## src/hdl/assert_macros.svh

```systemverilog
// ----------------------------------------------------------------------------
// assertion macros
// clocked implication checks, disabled while reset is asserted
// ----------------------------------------------------------------------------
`ifndef ASSERT_MACROS_SVH
`define ASSERT_MACROS_SVH

// antecedent and consequent in the same cycle
`define ASSERT_IMPL(label, ante, cons, msg) \
    label: assert property (@(posedge i_clk) disable iff (!i_rst_n) (ante) |-> (cons)) \
        else $error(msg);

// consequent in the cycle after the antecedent
`define ASSERT_NEXT(label, ante, cons, msg) \
    label: assert property (@(posedge i_clk) disable iff (!i_rst_n) (ante) |=> (cons)) \
        else $error(msg);

`endif

```

## src/hdl/colagg_pkg.sv

```systemverilog
// ----------------------------------------------------------------------------
// colagg_pkg
// shared constants and types of the column aggregate block
// ----------------------------------------------------------------------------
`default_nettype none

package colagg_pkg;

    localparam int DATA_W    = 64;
    localparam int MODE_W    = 3;
    localparam int DIV_STEPS = 64;
    localparam int DIV_CNT_W = 6;

    localparam logic [MODE_W-1:0] MODE_COUNT = 3'd0;
    localparam logic [MODE_W-1:0] MODE_SUM   = 3'd1;
    localparam logic [MODE_W-1:0] MODE_AVG   = 3'd2;
    localparam logic [MODE_W-1:0] MODE_MIN   = 3'd3;
    localparam logic [MODE_W-1:0] MODE_MAX   = 3'd4;

    localparam logic signed [DATA_W-1:0] VAL_MAX = 64'sh7FFF_FFFF_FFFF_FFFF;
    localparam logic signed [DATA_W-1:0] VAL_MIN = 64'sh8000_0000_0000_0000;

    typedef struct packed {
        logic signed [DATA_W-1:0] sum;
        logic signed [DATA_W-1:0] min;
        logic signed [DATA_W-1:0] max;
        logic                     saturated;
    } t_acc_totals;

endpackage

`default_nettype wire

```

## src/hdl/colagg_in_if.sv

```systemverilog
// ----------------------------------------------------------------------------
// colagg_in_if
// row channel: one column value per transaction
// ----------------------------------------------------------------------------
`default_nettype none

interface colagg_in_if;
    logic                                  valid;
    logic                                  ready;
    logic signed [colagg_pkg::DATA_W-1:0]  row_data;
    logic                                  last_row;

    modport source (output valid, output row_data, output last_row, input ready);
    modport sink   (input valid, input row_data, input last_row, output ready);
endinterface

`default_nettype wire

```

## src/hdl/colagg_out_if.sv

```systemverilog
// ----------------------------------------------------------------------------
// colagg_out_if
// result channel: one aggregate per column
// ----------------------------------------------------------------------------
`default_nettype none

interface colagg_out_if;
    logic                                  valid;
    logic                                  ready;
    logic signed [colagg_pkg::DATA_W-1:0]  aggregate_value;
    logic                                  column_empty;
    logic                                  sum_overflow;

    modport source (output valid, output aggregate_value, output column_empty,
                    output sum_overflow, input ready);
    modport sink   (input valid, input aggregate_value, input column_empty,
                    input sum_overflow, output ready);
endinterface

`default_nettype wire

```

## src/hdl/colagg_accum.sv

```systemverilog
// ----------------------------------------------------------------------------
// colagg_accum
// running tally, saturating sum, minimum and maximum of one column
// ----------------------------------------------------------------------------
`default_nettype none
`include "assert_macros.svh"

module colagg_accum #(
    parameter int ROW_COUNT_BITS = 32
) (
    input  wire logic                                 i_clk,
    input  wire logic                                 i_rst_n,
    input  wire logic                                 i_en,
    input  wire logic                                 i_clear,
    input  wire logic signed [colagg_pkg::DATA_W-1:0] i_value,
    output logic [ROW_COUNT_BITS-1:0]                 o_tally,
    output colagg_pkg::t_acc_totals                   o_totals
);

    logic [ROW_COUNT_BITS-1:0]          r_tally;
    logic signed [colagg_pkg::DATA_W-1:0] r_sum;
    logic signed [colagg_pkg::DATA_W-1:0] r_min;
    logic signed [colagg_pkg::DATA_W-1:0] r_max;
    logic                               r_sat;

    logic signed [colagg_pkg::DATA_W-1:0] n_sum;
    logic                               w_ovf;

    always_comb begin
        n_sum = r_sum + i_value;
        w_ovf = (r_sum[colagg_pkg::DATA_W-1] == i_value[colagg_pkg::DATA_W-1]) &&
                (n_sum[colagg_pkg::DATA_W-1] != r_sum[colagg_pkg::DATA_W-1]);
        if (w_ovf) begin
            n_sum = r_sum[colagg_pkg::DATA_W-1] ? colagg_pkg::VAL_MIN : colagg_pkg::VAL_MAX;
        end
    end

    always_ff @(posedge i_clk) begin
        if (!i_rst_n || i_clear) begin
            r_tally <= '0;
            r_sum   <= '0;
            r_min   <= colagg_pkg::VAL_MAX;
            r_max   <= colagg_pkg::VAL_MIN;
            r_sat   <= 1'b0;
        end else if (i_en) begin
            r_sum <= n_sum;
            if (w_ovf) begin
                r_sat <= 1'b1;
            end
            if (r_tally != '1) begin
                r_tally <= r_tally + 1'b1;
            end
            if (i_value < r_min) begin
                r_min <= i_value;
            end
            if (i_value > r_max) begin
                r_max <= i_value;
            end
        end
    end

    assign o_tally            = r_tally;
    assign o_totals.sum       = r_sum;
    assign o_totals.min       = r_min;
    assign o_totals.max       = r_max;
    assign o_totals.saturated = r_sat;

    `ASSERT_IMPL(a_sat_clears_on_end, $fell(r_sat), $past(i_clear), "overflow flag dropped mid column")
    `ASSERT_NEXT(a_clear_zeroes_tally, i_clear, r_tally == '0, "tally not cleared")

endmodule

`default_nettype wire

```

## src/hdl/colagg_div.sv

```systemverilog
// ----------------------------------------------------------------------------
// colagg_div
// restoring divider, one quotient bit per cycle through one subtractor
// ----------------------------------------------------------------------------
`default_nettype none
`include "assert_macros.svh"

module colagg_div #(
    parameter int DIVISOR_BITS = 32
) (
    input  wire logic                           i_clk,
    input  wire logic                           i_rst_n,
    input  wire logic                           i_start,
    input  wire logic [colagg_pkg::DATA_W-1:0]  i_dividend,
    input  wire logic [DIVISOR_BITS-1:0]        i_divisor,
    output logic                                o_done,
    output logic [colagg_pkg::DATA_W-1:0]       o_quotient
);

    logic                                r_busy;
    logic                                r_done;
    logic [colagg_pkg::DIV_CNT_W-1:0]    r_cnt;
    logic [colagg_pkg::DATA_W-1:0]       r_quo;
    logic [DIVISOR_BITS-1:0]             r_rem;
    logic [DIVISOR_BITS-1:0]             r_dvs;

    logic [DIVISOR_BITS:0]               w_shift;
    logic [DIVISOR_BITS+1:0]             w_diff;

    always_comb begin
        w_shift = {r_rem, r_quo[colagg_pkg::DATA_W-1]};
        w_diff  = {1'b0, w_shift} - {2'b00, r_dvs};
    end

    always_ff @(posedge i_clk) begin
        if (!i_rst_n) begin
            r_busy <= 1'b0;
            r_done <= 1'b0;
            r_cnt  <= '0;
        end else begin
            r_done <= 1'b0;
            if (i_start) begin
                r_busy <= 1'b1;
                r_cnt  <= colagg_pkg::DIV_CNT_W'(colagg_pkg::DIV_STEPS - 1);
            end else if (r_busy) begin
                r_cnt <= r_cnt - 1'b1;
                if (r_cnt == '0) begin
                    r_busy <= 1'b0;
                    r_done <= 1'b1;
                end
            end
        end
    end

    always_ff @(posedge i_clk) begin
        if (i_start) begin
            r_quo <= i_dividend;
            r_rem <= '0;
            r_dvs <= i_divisor;
        end else if (r_busy) begin
            if (!w_diff[DIVISOR_BITS+1]) begin
                r_rem <= w_diff[DIVISOR_BITS-1:0];
            end else begin
                r_rem <= w_shift[DIVISOR_BITS-1:0];
            end
            r_quo <= {r_quo[colagg_pkg::DATA_W-2:0], ~w_diff[DIVISOR_BITS+1]};
        end
    end

    assign o_done     = r_done;
    assign o_quotient = r_quo;

    `ASSERT_IMPL(a_done_after_busy, r_done, $past(r_busy), "divider done without a run")

endmodule

`default_nettype wire

```

## src/hdl/column_aggregate.sv

```systemverilog
// ----------------------------------------------------------------------------
// column_aggregate
// streaming count, sum, average, minimum and maximum of one integer column
// ----------------------------------------------------------------------------
// usage
//   i_row carries one row value per transaction; last_row closes the column.
//   o_result carries one transaction per column with the aggregate picked by
//   the mode register (i_cfg_we / i_cfg_wdata), plus empty and overflow flags.
//   rows that are not last are taken one per cycle with no output.
//   after a last row the row channel is held off while the result is built:
//   count, sum, min and max go from S_FIN straight to S_EMIT; the average of
//   a non-empty column first runs the 64 steps of the one-bit-per-cycle divider.
//   the result sits in an output register; if the receiver stalls, the block
//   waits with the finished result and takes no new rows until it is loaded.
//   reset (synchronous, active low) clears the running totals, sets the
//   mode to count and drops any pending result.
//   the mode register must be written only while no column is being closed; the block does not enforce this.
// ----------------------------------------------------------------------------
`default_nettype none
`include "assert_macros.svh"

module column_aggregate #(
    parameter int ROW_COUNT_BITS = 32
) (
    input  wire logic                                i_clk,
    input  wire logic                                i_rst_n,
    input  wire logic                                i_cfg_we,
    input  wire logic [colagg_pkg::MODE_W-1:0]       i_cfg_wdata,
    colagg_in_if.sink                                i_row,
    colagg_out_if.source                             o_result
);

    localparam logic [1:0] S_ROW  = 2'd0;
    localparam logic [1:0] S_FIN  = 2'd1;
    localparam logic [1:0] S_DIV  = 2'd2;
    localparam logic [1:0] S_EMIT = 2'd3;

    logic [1:0]                           r_state;
    logic [1:0]                           n_state;
    logic [colagg_pkg::MODE_W-1:0]        r_mode;
    logic                                 r_neg;
    logic signed [colagg_pkg::DATA_W-1:0] r_avg;

    logic                                 r_out_valid;
    logic signed [colagg_pkg::DATA_W-1:0] r_out_value;
    logic                                 r_out_empty;
    logic                                 r_out_ovf;

    logic [ROW_COUNT_BITS-1:0]            w_tally;
    colagg_pkg::t_acc_totals              w_totals;
    logic                                 w_row_take;
    logic                                 w_emit;
    logic                                 w_div_start;
    logic                                 w_div_done;
    logic [colagg_pkg::DATA_W-1:0]        w_quot;
    logic [colagg_pkg::DATA_W-1:0]        w_mag;
    logic signed [colagg_pkg::DATA_W-1:0] w_sel;

    assign i_row.ready = (r_state == S_ROW);
    assign w_row_take  = i_row.valid && i_row.ready;
    assign w_emit      = (r_state == S_EMIT) && (!r_out_valid || o_result.ready);
    assign w_div_start = (r_state == S_FIN) && (r_mode == colagg_pkg::MODE_AVG) &&
                         (w_tally != '0);
    assign w_mag       = w_totals.sum[colagg_pkg::DATA_W-1] ?
                         (colagg_pkg::DATA_W'(0) - w_totals.sum) : w_totals.sum;

    colagg_accum #(
        .ROW_COUNT_BITS (ROW_COUNT_BITS)
    ) u_accum (
        .i_clk    (i_clk),
        .i_rst_n  (i_rst_n),
        .i_en     (w_row_take),
        .i_clear  (w_emit),
        .i_value  (i_row.row_data),
        .o_tally  (w_tally),
        .o_totals (w_totals)
    );

    colagg_div #(
        .DIVISOR_BITS (ROW_COUNT_BITS)
    ) u_div (
        .i_clk      (i_clk),
        .i_rst_n    (i_rst_n),
        .i_start    (w_div_start),
        .i_dividend (w_mag),
        .i_divisor  (w_tally),
        .o_done     (w_div_done),
        .o_quotient (w_quot)
    );

    always_comb begin
        n_state = r_state;
        unique case (r_state)
            S_ROW: begin
                if (w_row_take && i_row.last_row) begin
                    n_state = S_FIN;
                end
            end
            S_FIN: begin
                n_state = w_div_start ? S_DIV : S_EMIT;
            end
            S_DIV: begin
                if (w_div_done) begin
                    n_state = S_EMIT;
                end
            end
            S_EMIT: begin
                if (w_emit) begin
                    n_state = S_ROW;
                end
            end
            default: n_state = S_ROW;
        endcase
    end

    always_comb begin
        unique case (r_mode)
            colagg_pkg::MODE_COUNT: w_sel = {{(colagg_pkg::DATA_W-ROW_COUNT_BITS){1'b0}}, w_tally};
            colagg_pkg::MODE_SUM:   w_sel = w_totals.sum;
            colagg_pkg::MODE_AVG:   w_sel = r_avg;
            colagg_pkg::MODE_MIN:   w_sel = w_totals.min;
            colagg_pkg::MODE_MAX:   w_sel = w_totals.max;
            default:                w_sel = '0;
        endcase
    end

    always_ff @(posedge i_clk) begin
        if (!i_rst_n) begin
            r_state     <= S_ROW;
            r_mode      <= colagg_pkg::MODE_COUNT;
            r_out_valid <= 1'b0;
        end else begin
            r_state <= n_state;
            if (i_cfg_we) begin
                r_mode <= i_cfg_wdata;
            end
            if (w_emit) begin
                r_out_valid <= 1'b1;
            end else if (o_result.ready) begin
                r_out_valid <= 1'b0;
            end
        end
    end

    always_ff @(posedge i_clk) begin
        if (r_state == S_FIN) begin
            r_neg <= w_totals.sum[colagg_pkg::DATA_W-1];
            r_avg <= '0;
        end
        if (w_div_done) begin
            r_avg <= r_neg ? (colagg_pkg::DATA_W'(0) - w_quot) : w_quot;
        end
        if (w_emit) begin
            r_out_value <= w_sel;
            r_out_empty <= (w_tally == '0);
            r_out_ovf   <= w_totals.saturated;
        end
    end

    assign o_result.valid           = r_out_valid;
    assign o_result.aggregate_value = r_out_value;
    assign o_result.column_empty    = r_out_empty;
    assign o_result.sum_overflow    = r_out_ovf;

    `ASSERT_IMPL(a_result_from_emit, $rose(r_out_valid), $past(r_state) == S_EMIT, "stray result")
    `ASSERT_IMPL(a_div_only_avg, r_state == S_DIV, r_mode == colagg_pkg::MODE_AVG, "divide not avg")

endmodule

`default_nettype wire
```

## src/flat_wrapper.sv

```systemverilog
// flat-port wrapper written by rule: the top's interface ports become plain ports
module column_aggregate_flat 
#(
    parameter int ROW_COUNT_BITS = 32
)
  (i_clk, i_rst_n, i_cfg_we, i_cfg_wdata, i_row_valid, i_row_row_data, i_row_last_row, i_row_ready, o_result_valid, o_result_aggregate_value, o_result_column_empty, o_result_sum_overflow, o_result_ready);
  colagg_in_if i_row_i ();
  colagg_out_if o_result_i ();
  input  wire logic i_clk;
  input  wire logic i_rst_n;
  input  wire logic i_cfg_we;
  input  wire logic [colagg_pkg::MODE_W-1:0] i_cfg_wdata;
  input wire logic [$bits(i_row_i.valid)-1:0] i_row_valid;
  input wire logic [$bits(i_row_i.row_data)-1:0] i_row_row_data;
  input wire logic [$bits(i_row_i.last_row)-1:0] i_row_last_row;
  output wire logic [$bits(i_row_i.ready)-1:0] i_row_ready;
  output wire logic [$bits(o_result_i.valid)-1:0] o_result_valid;
  output wire logic [$bits(o_result_i.aggregate_value)-1:0] o_result_aggregate_value;
  output wire logic [$bits(o_result_i.column_empty)-1:0] o_result_column_empty;
  output wire logic [$bits(o_result_i.sum_overflow)-1:0] o_result_sum_overflow;
  input wire logic [$bits(o_result_i.ready)-1:0] o_result_ready;
  assign i_row_i.valid = i_row_valid;
  assign i_row_i.row_data = i_row_row_data;
  assign i_row_i.last_row = i_row_last_row;
  assign i_row_ready = i_row_i.ready;
  assign o_result_valid = o_result_i.valid;
  assign o_result_aggregate_value = o_result_i.aggregate_value;
  assign o_result_column_empty = o_result_i.column_empty;
  assign o_result_sum_overflow = o_result_i.sum_overflow;
  assign o_result_i.ready = o_result_ready;
  column_aggregate #(.ROW_COUNT_BITS(ROW_COUNT_BITS)) u_core (.i_clk(i_clk), .i_rst_n(i_rst_n), .i_cfg_we(i_cfg_we), .i_cfg_wdata(i_cfg_wdata), .i_row(i_row_i), .o_result(o_result_i));
endmodule
```

## config.mk

```make
export PLATFORM = sky130hd
export DESIGN_NAME = column_aggregate_flat
export DESIGN_NICKNAME = d
export VERILOG_FILES = /design/src/hdl/colagg_pkg.sv /design/src/hdl/colagg_in_if.sv /design/src/hdl/colagg_out_if.sv /design/src/hdl/colagg_accum.sv /design/src/hdl/colagg_div.sv /design/src/hdl/column_aggregate.sv /design/src/flat_wrapper.sv
export VERILOG_INCLUDE_DIRS = /design/src /design/src/hdl
export SDC_FILE = /design/constraint.sdc
export NUM_CORES = 1
export LEC_CHECK = 0
export BUFFER_PORTS_ARGS = -buffer_cell sky130_fd_sc_hd__buf_2
export CAP_MARGIN = 10
export CORE_MARGIN = 2
export CORE_UTILIZATION = 45
export CTS_CLUSTER_SIZE = 14
export DETAILED_ROUTE_END_ITERATION = 7
export PLACE_DENSITY = 0.65
export SETUP_SLACK_MARGIN = 0.1
export SKIP_CTS_REPAIR_TIMING = 1
export SYNTH_ARGS = -nofsm -noshare
export SYNTH_HDL_FRONTEND = slang
export SYNTH_SLANG_ARGS = --single-unit
```

## constraint.sdc

```tcl
create_clock -name i_clk -period 10.8 [get_ports i_clk]
set_input_delay 2.16 -clock i_clk [delete_from_list [all_inputs] [get_ports i_clk]]
set_output_delay 2.16 -clock i_clk [all_outputs]
set_load 0.02 [all_outputs]
```

; After elaboration in Yosys (flattened, before gate mapping)
; Cells that the tools add are included.
; Widths: inputs -> output; s select.
[word_totals]
wordCells = 90
register_bits = 498
in_bits = 73
output_inout_bits = 68
[classes]
n_reduce_logical = 24
n_eq_ne = 13
bitwise_logic = 3
n_addsub = 6
muxes = 23
order_cmp = 2
[op_table]
columns = cell, n
row1 = $mux 64, 8
row2 = $pmux 64 s5, 1
row3 = $sub 1x64->64 const A, 2
row4 = $add 64x64->64, 1
row5 = $gt 64x64->1, 1
row6 = $lt 64x64->1, 1
row7 = $sub 33x32->34, 1
row8 = $add 32x1->32 const B, 1
row9 = $logic_not 32->1, 1
row10 = $mux 32, 1
row11 = $ne 32x32->1 const B, 1
row12 = $reduce_bool 32->1, 1
row13 = $mux 6, 2
row14 = $pmux 2 s4, 1
row15 = $reduce_and 2->1, 4
row16 = $mux 1, 7
row17 = $eq 3x2->1 const B, 2
row18 = $logic_and 1x1->1, 6
row19 = $logic_not 6->1, 1
row20 = $mux 2, 3
row21 = $ne 2x2->1 const B, 3
row22 = $reduce_bool 2->1, 3
row23 = $sub 6x1->6 const B, 1
row24 = $eq 2x2->1 const B, 2
row25 = other kinds (12), 16

; Logic depth before layout (Yosys ltp)
[logic_depth]
word_depth = 5
mapped_depth = 15
ltp_nobuf = 14

; Modules after synthesis
; Synthesis repeated with hierarchy kept, for this count alone.
[hier_totals]
cells_unflattened = 3639
hier_area_um2 = 32632.5
[by_module_without_submodules]
columns = module, seq_area_each_um2, instances, cells_per_inst, area_each_um2
row1 = colagg_accum, 4504.3, 1, 1893, 15109.5
row2 = column_aggregate, 4053.9, 1, 1035, 9987.1
row3 = colagg_div, 3683.5, 1, 711, 7536.0

; Worst setup path before layout
; Ideal clock, no wire load.
[synth_timing]
path_kind = input to register
start = input i_row_row_data[10]
end = register u_core.u_accum.r_sum[2] (netlist bit)
path_buffers = 3
path_stages = 14
t_arrival_ns = 5.123
path_slack_ns = 5.607
setup_ns = 0.070
required_time_ns = 10.730
path_cell_list = ha_1 -> and3_1 -> and4_1 -> o21ai_0 -> a2111o_1 -> and2_1 -> o31ai_2 -> a21oi_1 -> or3_1 -> clkbuf_1 -> and2_1 -> clkbuf_1 -> clkbuf_1 -> a21oi_1
[synth_between]
elab_chain_cells = 4
[synth_lines]
columns = element, line
row1 = start: declaration, flat_wrapper.sv:14  ; input wire logic [$bits(i_row_i.row_data)-1:0] i_row_row_data;
row2 = $add 64x64->64, colagg_accum.sv:30  ; n_sum = r_sum + i_value;
row3 = $ne 1x1->1, colagg_accum.sv:32  ; (n_sum[colagg_pkg::DATA_W-1] != r_sum[colagg_pkg::DATA_W-1]);
row4 = $logic_and 1x1->1, colagg_accum.sv:31  ; w_ovf = (r_sum[colagg_pkg::DATA_W-1] == i_value[colagg_pkg::DATA_W-1]) &&
row5 = $mux 64, colagg_accum.sv:33  ; if (w_ovf) begin
row6 = end signal: assignment, colagg_accum.sv:46  ; r_sum <= n_sum;
row7 = end: declaration, colagg_accum.sv:21  ; logic signed [colagg_pkg::DATA_W-1:0] r_sum;
; Every way passes these cells.
; A chain may end at the register's enable or synchronous reset.

; Final worst setup path
[layout_timing]
start = input i_row_row_data[10]
end = register u_core.u_accum.r_sum[48] (netlist bit)
[layout_between]
elab_chain_cells = 4
[layout_lines]
columns = element, line
row1 = $add 64x64->64 *, colagg_accum.sv:30
row2 = $ne 1x1->1, colagg_accum.sv:32
row3 = $logic_and 1x1->1, colagg_accum.sv:31
row4 = $mux 64 *, colagg_accum.sv:33
; Every way passes the cells marked *; elsewhere a longest branch is shown, timed or not.

==> run_results.csv <==
group,metric,value,unit
flow_run,cap_viol_max_count,0,
die,io_pins,141,
global_routing,grt_resource_usage_total,0.252,
die,start_util,0.455,
timing,fin_worst_hold_slack,0.472,ns
synth,edff_count_synth,227,
die,die_h,268,um
synth,synth_top_family_by_area,"compound AO/OA/AOI/OAI gates",
layout,final.fill_count,6500,
clock_tree,ctsRootBufferMaster,"clkbuf_16",
synth,synth_simple_gate_area_share,0.159,
power,p_leak,14.4,nW
clock_tree,cts.clk_slew.worst_paths,0.07,ns
synth,synthesis.area,31300,um^2
synth,synthMostInstantiatedCell,"nand2_1",
synth,ys_top_cells_by_count,"nand2_1, o21ai_0, dfxtp_1, inv_1, ha_1",
timing,worst_clock_skew_on_the_final_layout,0.0375,ns
clock_tree,clock_insertion_delay_worst_skew,0.64,ns
timing,setup_viol,0,
placement,dp_hpwl,66000,um
layout,layout.nets,3887,
global_routing,pin_count_of_the_biggest_net_entering_global_routing,88,
synth,syn_inst,3546,
layout,stdcell_count,4563,
layout,final_util,0.506,
synth,netlist.area_leader.share,0.218,
die,rows,96,
layout,multi_input_area,17500,um^2
synth,post_synth_xor_area_fraction,0.0635,
route,detail_route.vias_per_cell,5.76,
clock_tree,h-tree-depth,2,
timing,grt_setup_unrepaired,"false",
global_routing,grt_antenna_before_repair,9,
synth,yosysTopAreaCell,"edfxtp_1",
route,num_vias,26300,
timing,timing.slew.headroom,0.184,
route,drt-initial-drc-count,2165,
placement,finalWeightedCongestion,0.931,
placement,numPortBuffers,140,
worst_setup_path,timing.reg2reg.setup_slack,6.09,ns
die,die_area,71700,um^2
worst_setup_path,cp.required,11.35,ns
route,final_routed_wirelength_across_all_metal_layers,90700,um
worst_setup_path,cp_top_family,"simple AND/OR/NAND/NOR gates",
route,total_drc_errors_in_the_routed_layout,0,
route,detailedRoute.firstPassIterationCount,5,
synth,async_reset_ff_frac,0,
worst_setup_path,critPathMaxStageDelay,0.71,ns
synth,synthFlopType,"dfxtp_1",
placement,dp.cells,4452,
clock_tree,numCtsBuffers,57,
power,comb_power_share,0.406,
worst_setup_path,cp-end-kind,"flop",
timing,totalNegativeSetupSlack,0,ns
layout,flow.area_growth_from_synthesis,11.0,%
power,netSwitchingFraction,0.399,
power,power_frac_seq,0.343,
worst_setup_path,criticalPathCategory,"primary input to flop",
power,cell_internal_pwr,5.02,mW
power,power-per-cell-area,241,nW/um^2
layout,final_layout_size_suffix_gt1_frac,0.0954,
synth,synthAdderAreaFrac,0.0940,
route,antenna_violating_nets_post_route,0,
worst_setup_path,timing.critical_path.mode_cell,"and2_1",
synth,synthesis.area_per_instance,8.82,um^2
clock_tree,max-clock-path-buffers,3,
worst_setup_path,timing.critical_path.slowest_stage_cell,"or3_1",
worst_setup_path,crit_path_max_fanout,23,
worst_setup_path,critical_path.n_buffers_inverters,2,
timing,clock.fmax,0.168,GHz
synth,synth_cell_type_count,77,
synth,yosysWarnings,0,
global_routing,grt_pass1_wl,143000,um
synth,synth_seq_area_share,0.391,
timing,final_max_slew_viol_count,0,
global_routing,first_global_vias,25000,
synth,synth_compound_gate_area_share,0.193,
power,net-switching-power,3.34,mW
timing,hold_viol,0,
placement,detailedPlace.worstSlack,4.21,ns
die,placeableCoreArea,68700,um^2
synth,synth.ff_latch_count,498,
global_routing,global_route.overflow_total,0,
die,die_x,268,um
power,ir_worst_vdd,0.000125,V
worst_setup_path,crit_path_cell_trace,"buf_2 -> ha_1 -> and3_1 -> and4_1 -> o21ai_0 -> a2111o_1 -> and2_1 -> o31ai_2 -> a21oi_1 -> or3_1 -> and2_1 -> buf_4 -> a211oi_1",
worst_setup_path,worst_setup_path_start_kind,"primary input",
timing,post-route-period-util,0.551,
timing,tightestPinTransition,1.21,ns
worst_setup_path,arrival,6.50,ns
synth,mappedNetlistNets,3853,
timing,layout_min_cycle_time,5.95,ns
clock_tree,cts_sinks,498,
route,wire_per_inst,19.9,um
layout,regArea,12200,um^2
synth,synth.mux.area_fraction,0.0481,
run_status,run_status,"completed",
timing,final.setup.worst_slack,4.85,ns
min_path,holdCritPathClass,"flop to flop",
clock_tree,tritoncts,"built",
power,clkPwrFrac,0.252,
synth,post_synth_main_area_contributors,"edfxtp_1, dfxtp_1, ha_1",
==> worst reg2reg max path, cell delays in order (launching register included) <==
cell and delay, ns:
dfxtp_1 0.41, ha_1 0.43, and3_1 0.22, and4_1 0.20, o21ai_0 0.20, a2111o_1 0.45, and2_1 0.23, o31ai_2 0.41
a21oi_1 0.18, or3_1 0.71, and2_1 0.55, buf_4 0.33, a211oi_1 0.28
==> placed cells by master (no fill, tap or decap), drive strengths merged, types with 18 or more instances in the layout <==
| master | n |
|---|---|
| nand2 | 523 |
| o21ai | 295 |
| dfxtp | 271 |
| inv | 237 |
| ha | 232 |
| edfxtp | 227 |
| nor2 | 223 |
| a21oi | 199 |
| buf | 171 |
| xor2 | 161 |
| a21o | 102 |
| o211ai | 78 |
| mux2i | 75 |
| clkbuf | 75 |
| nand4 | 69 |
| xnor2 | 66 |
| a22oi | 64 |
| nand3 | 54 |
| o31ai | 41 |
| nor3 | 38 |
| mux4 | 32 |
| or3 | 30 |
| a31oi | 28 |
| nor4 | 22 |
| nand2b | 22 |
| nor2b | 21 |
| and3 | 21 |
| o41ai | 19 |
| clkinv | 19 |
| a211oi | 18 |
==> cells by family (layout without fill, tap and decap cells) <==
logic type / Yosys count / in the layout
other cells: 0 / 4
fa+ha+maj: 234 / 234
simple gates: 1093 / 1093
xor+xnor: 227 / 227
compound gates: 952 / 952
flops: 498 / 498
mux: 110 / 110
buf+inv: 432 / 514
==> worst paths after layout <==
kind	from	end	cells past startpoint
worst min register to register	u_core.u_accum.r_max[49]$_SDFFE_PP0P_	u_core.u_accum.r_max[49]$_SDFFE_PP0P_	2
worst max register to register	u_core.u_accum.r_sum[8]$_SDFFE_PP0P_	u_core.u_accum.r_sum[48]$_SDFFE_PP0P_	12
worst max-delay path	i_row_row_data[10]	u_core.u_accum.r_sum[48]$_SDFFE_PP0P_	13
worst min-delay path	u_core.u_accum.r_max[49]$_SDFFE_PP0P_	u_core.u_accum.r_max[49]$_SDFFE_PP0P_	2
==> area by class of cell <==
type | instances | share of cell area
sequential | 498 | 0.353
multi-input combinational | 2616 | 0.503
tap | 931 | 0.0335
timing repair buffer | 171 | 0.0269
clock buffer | 75 | 0.0462
clock inverter | 32 | 0.0120
antenna | 4 | 0.000288
inverter | 236 | 0.0255
==> power by group through the flow <==
stage / Sequential (mW) / Combinational, mW / Clock [mW]
finish: 2.87 / 3.39 / 2.11
detailed placement: 2.88 / 3.34 / 0
CTS: 2.85 / 3.37 / 2.13
global placement: 2.88 / 3.32 / 0
global route: 2.91 / 3.80 / 2.21
floorplan: 2.74 / 2.55 / 0
==> per-stage QoR <==
| stage | total power, mW | cell area, um^2 |
|---|---|---|
| 6_report | 8.36 | 34700 |
| 3_5_place_dp | 6.23 | 32700 |
| 5_1_grt | 8.92 | 34700 |
| 2_1_floorplan | 5.29 | 31300 |
| 4_1_cts | 8.35 | 34700 |
| 3_3_place_gp | 6.20 | 32700 |
==> metal layers <==
layer	part of all wire	vias to the layer above	track usage	wire, um
met1	0.45	12600	0.347	41000
met2	0.45	731	0.402	41100
met3	0.062	168	0.0400	5650
li1	-	12800	-	-
met4	0.032	10	0.0880	2910
met5	0.00053	-	0	48
==> sequential cells by signal, indices dropped and copies added (netlist names), 2 cells and up <==
| name | flops |
|---|---|
| u_core.r_mode | 3 |
| u_core.u_accum.o_tally | 32 |
| u_core.u_accum.r_min | 64 |
| u_core.u_accum.r_max | 64 |
| u_core.u_div.o_quotient | 64 |
| u_core.u_div.r_dvs | 32 |
| u_core.o_result.aggregate_value | 64 |
| u_core.r_avg | 64 |
| u_core.r_state | 2 |
| u_core.u_div.r_rem | 32 |
| u_core.u_accum.r_sum | 64 |
| u_core.u_div.r_cnt | 6 |
(Power assumes the default switching activity.)
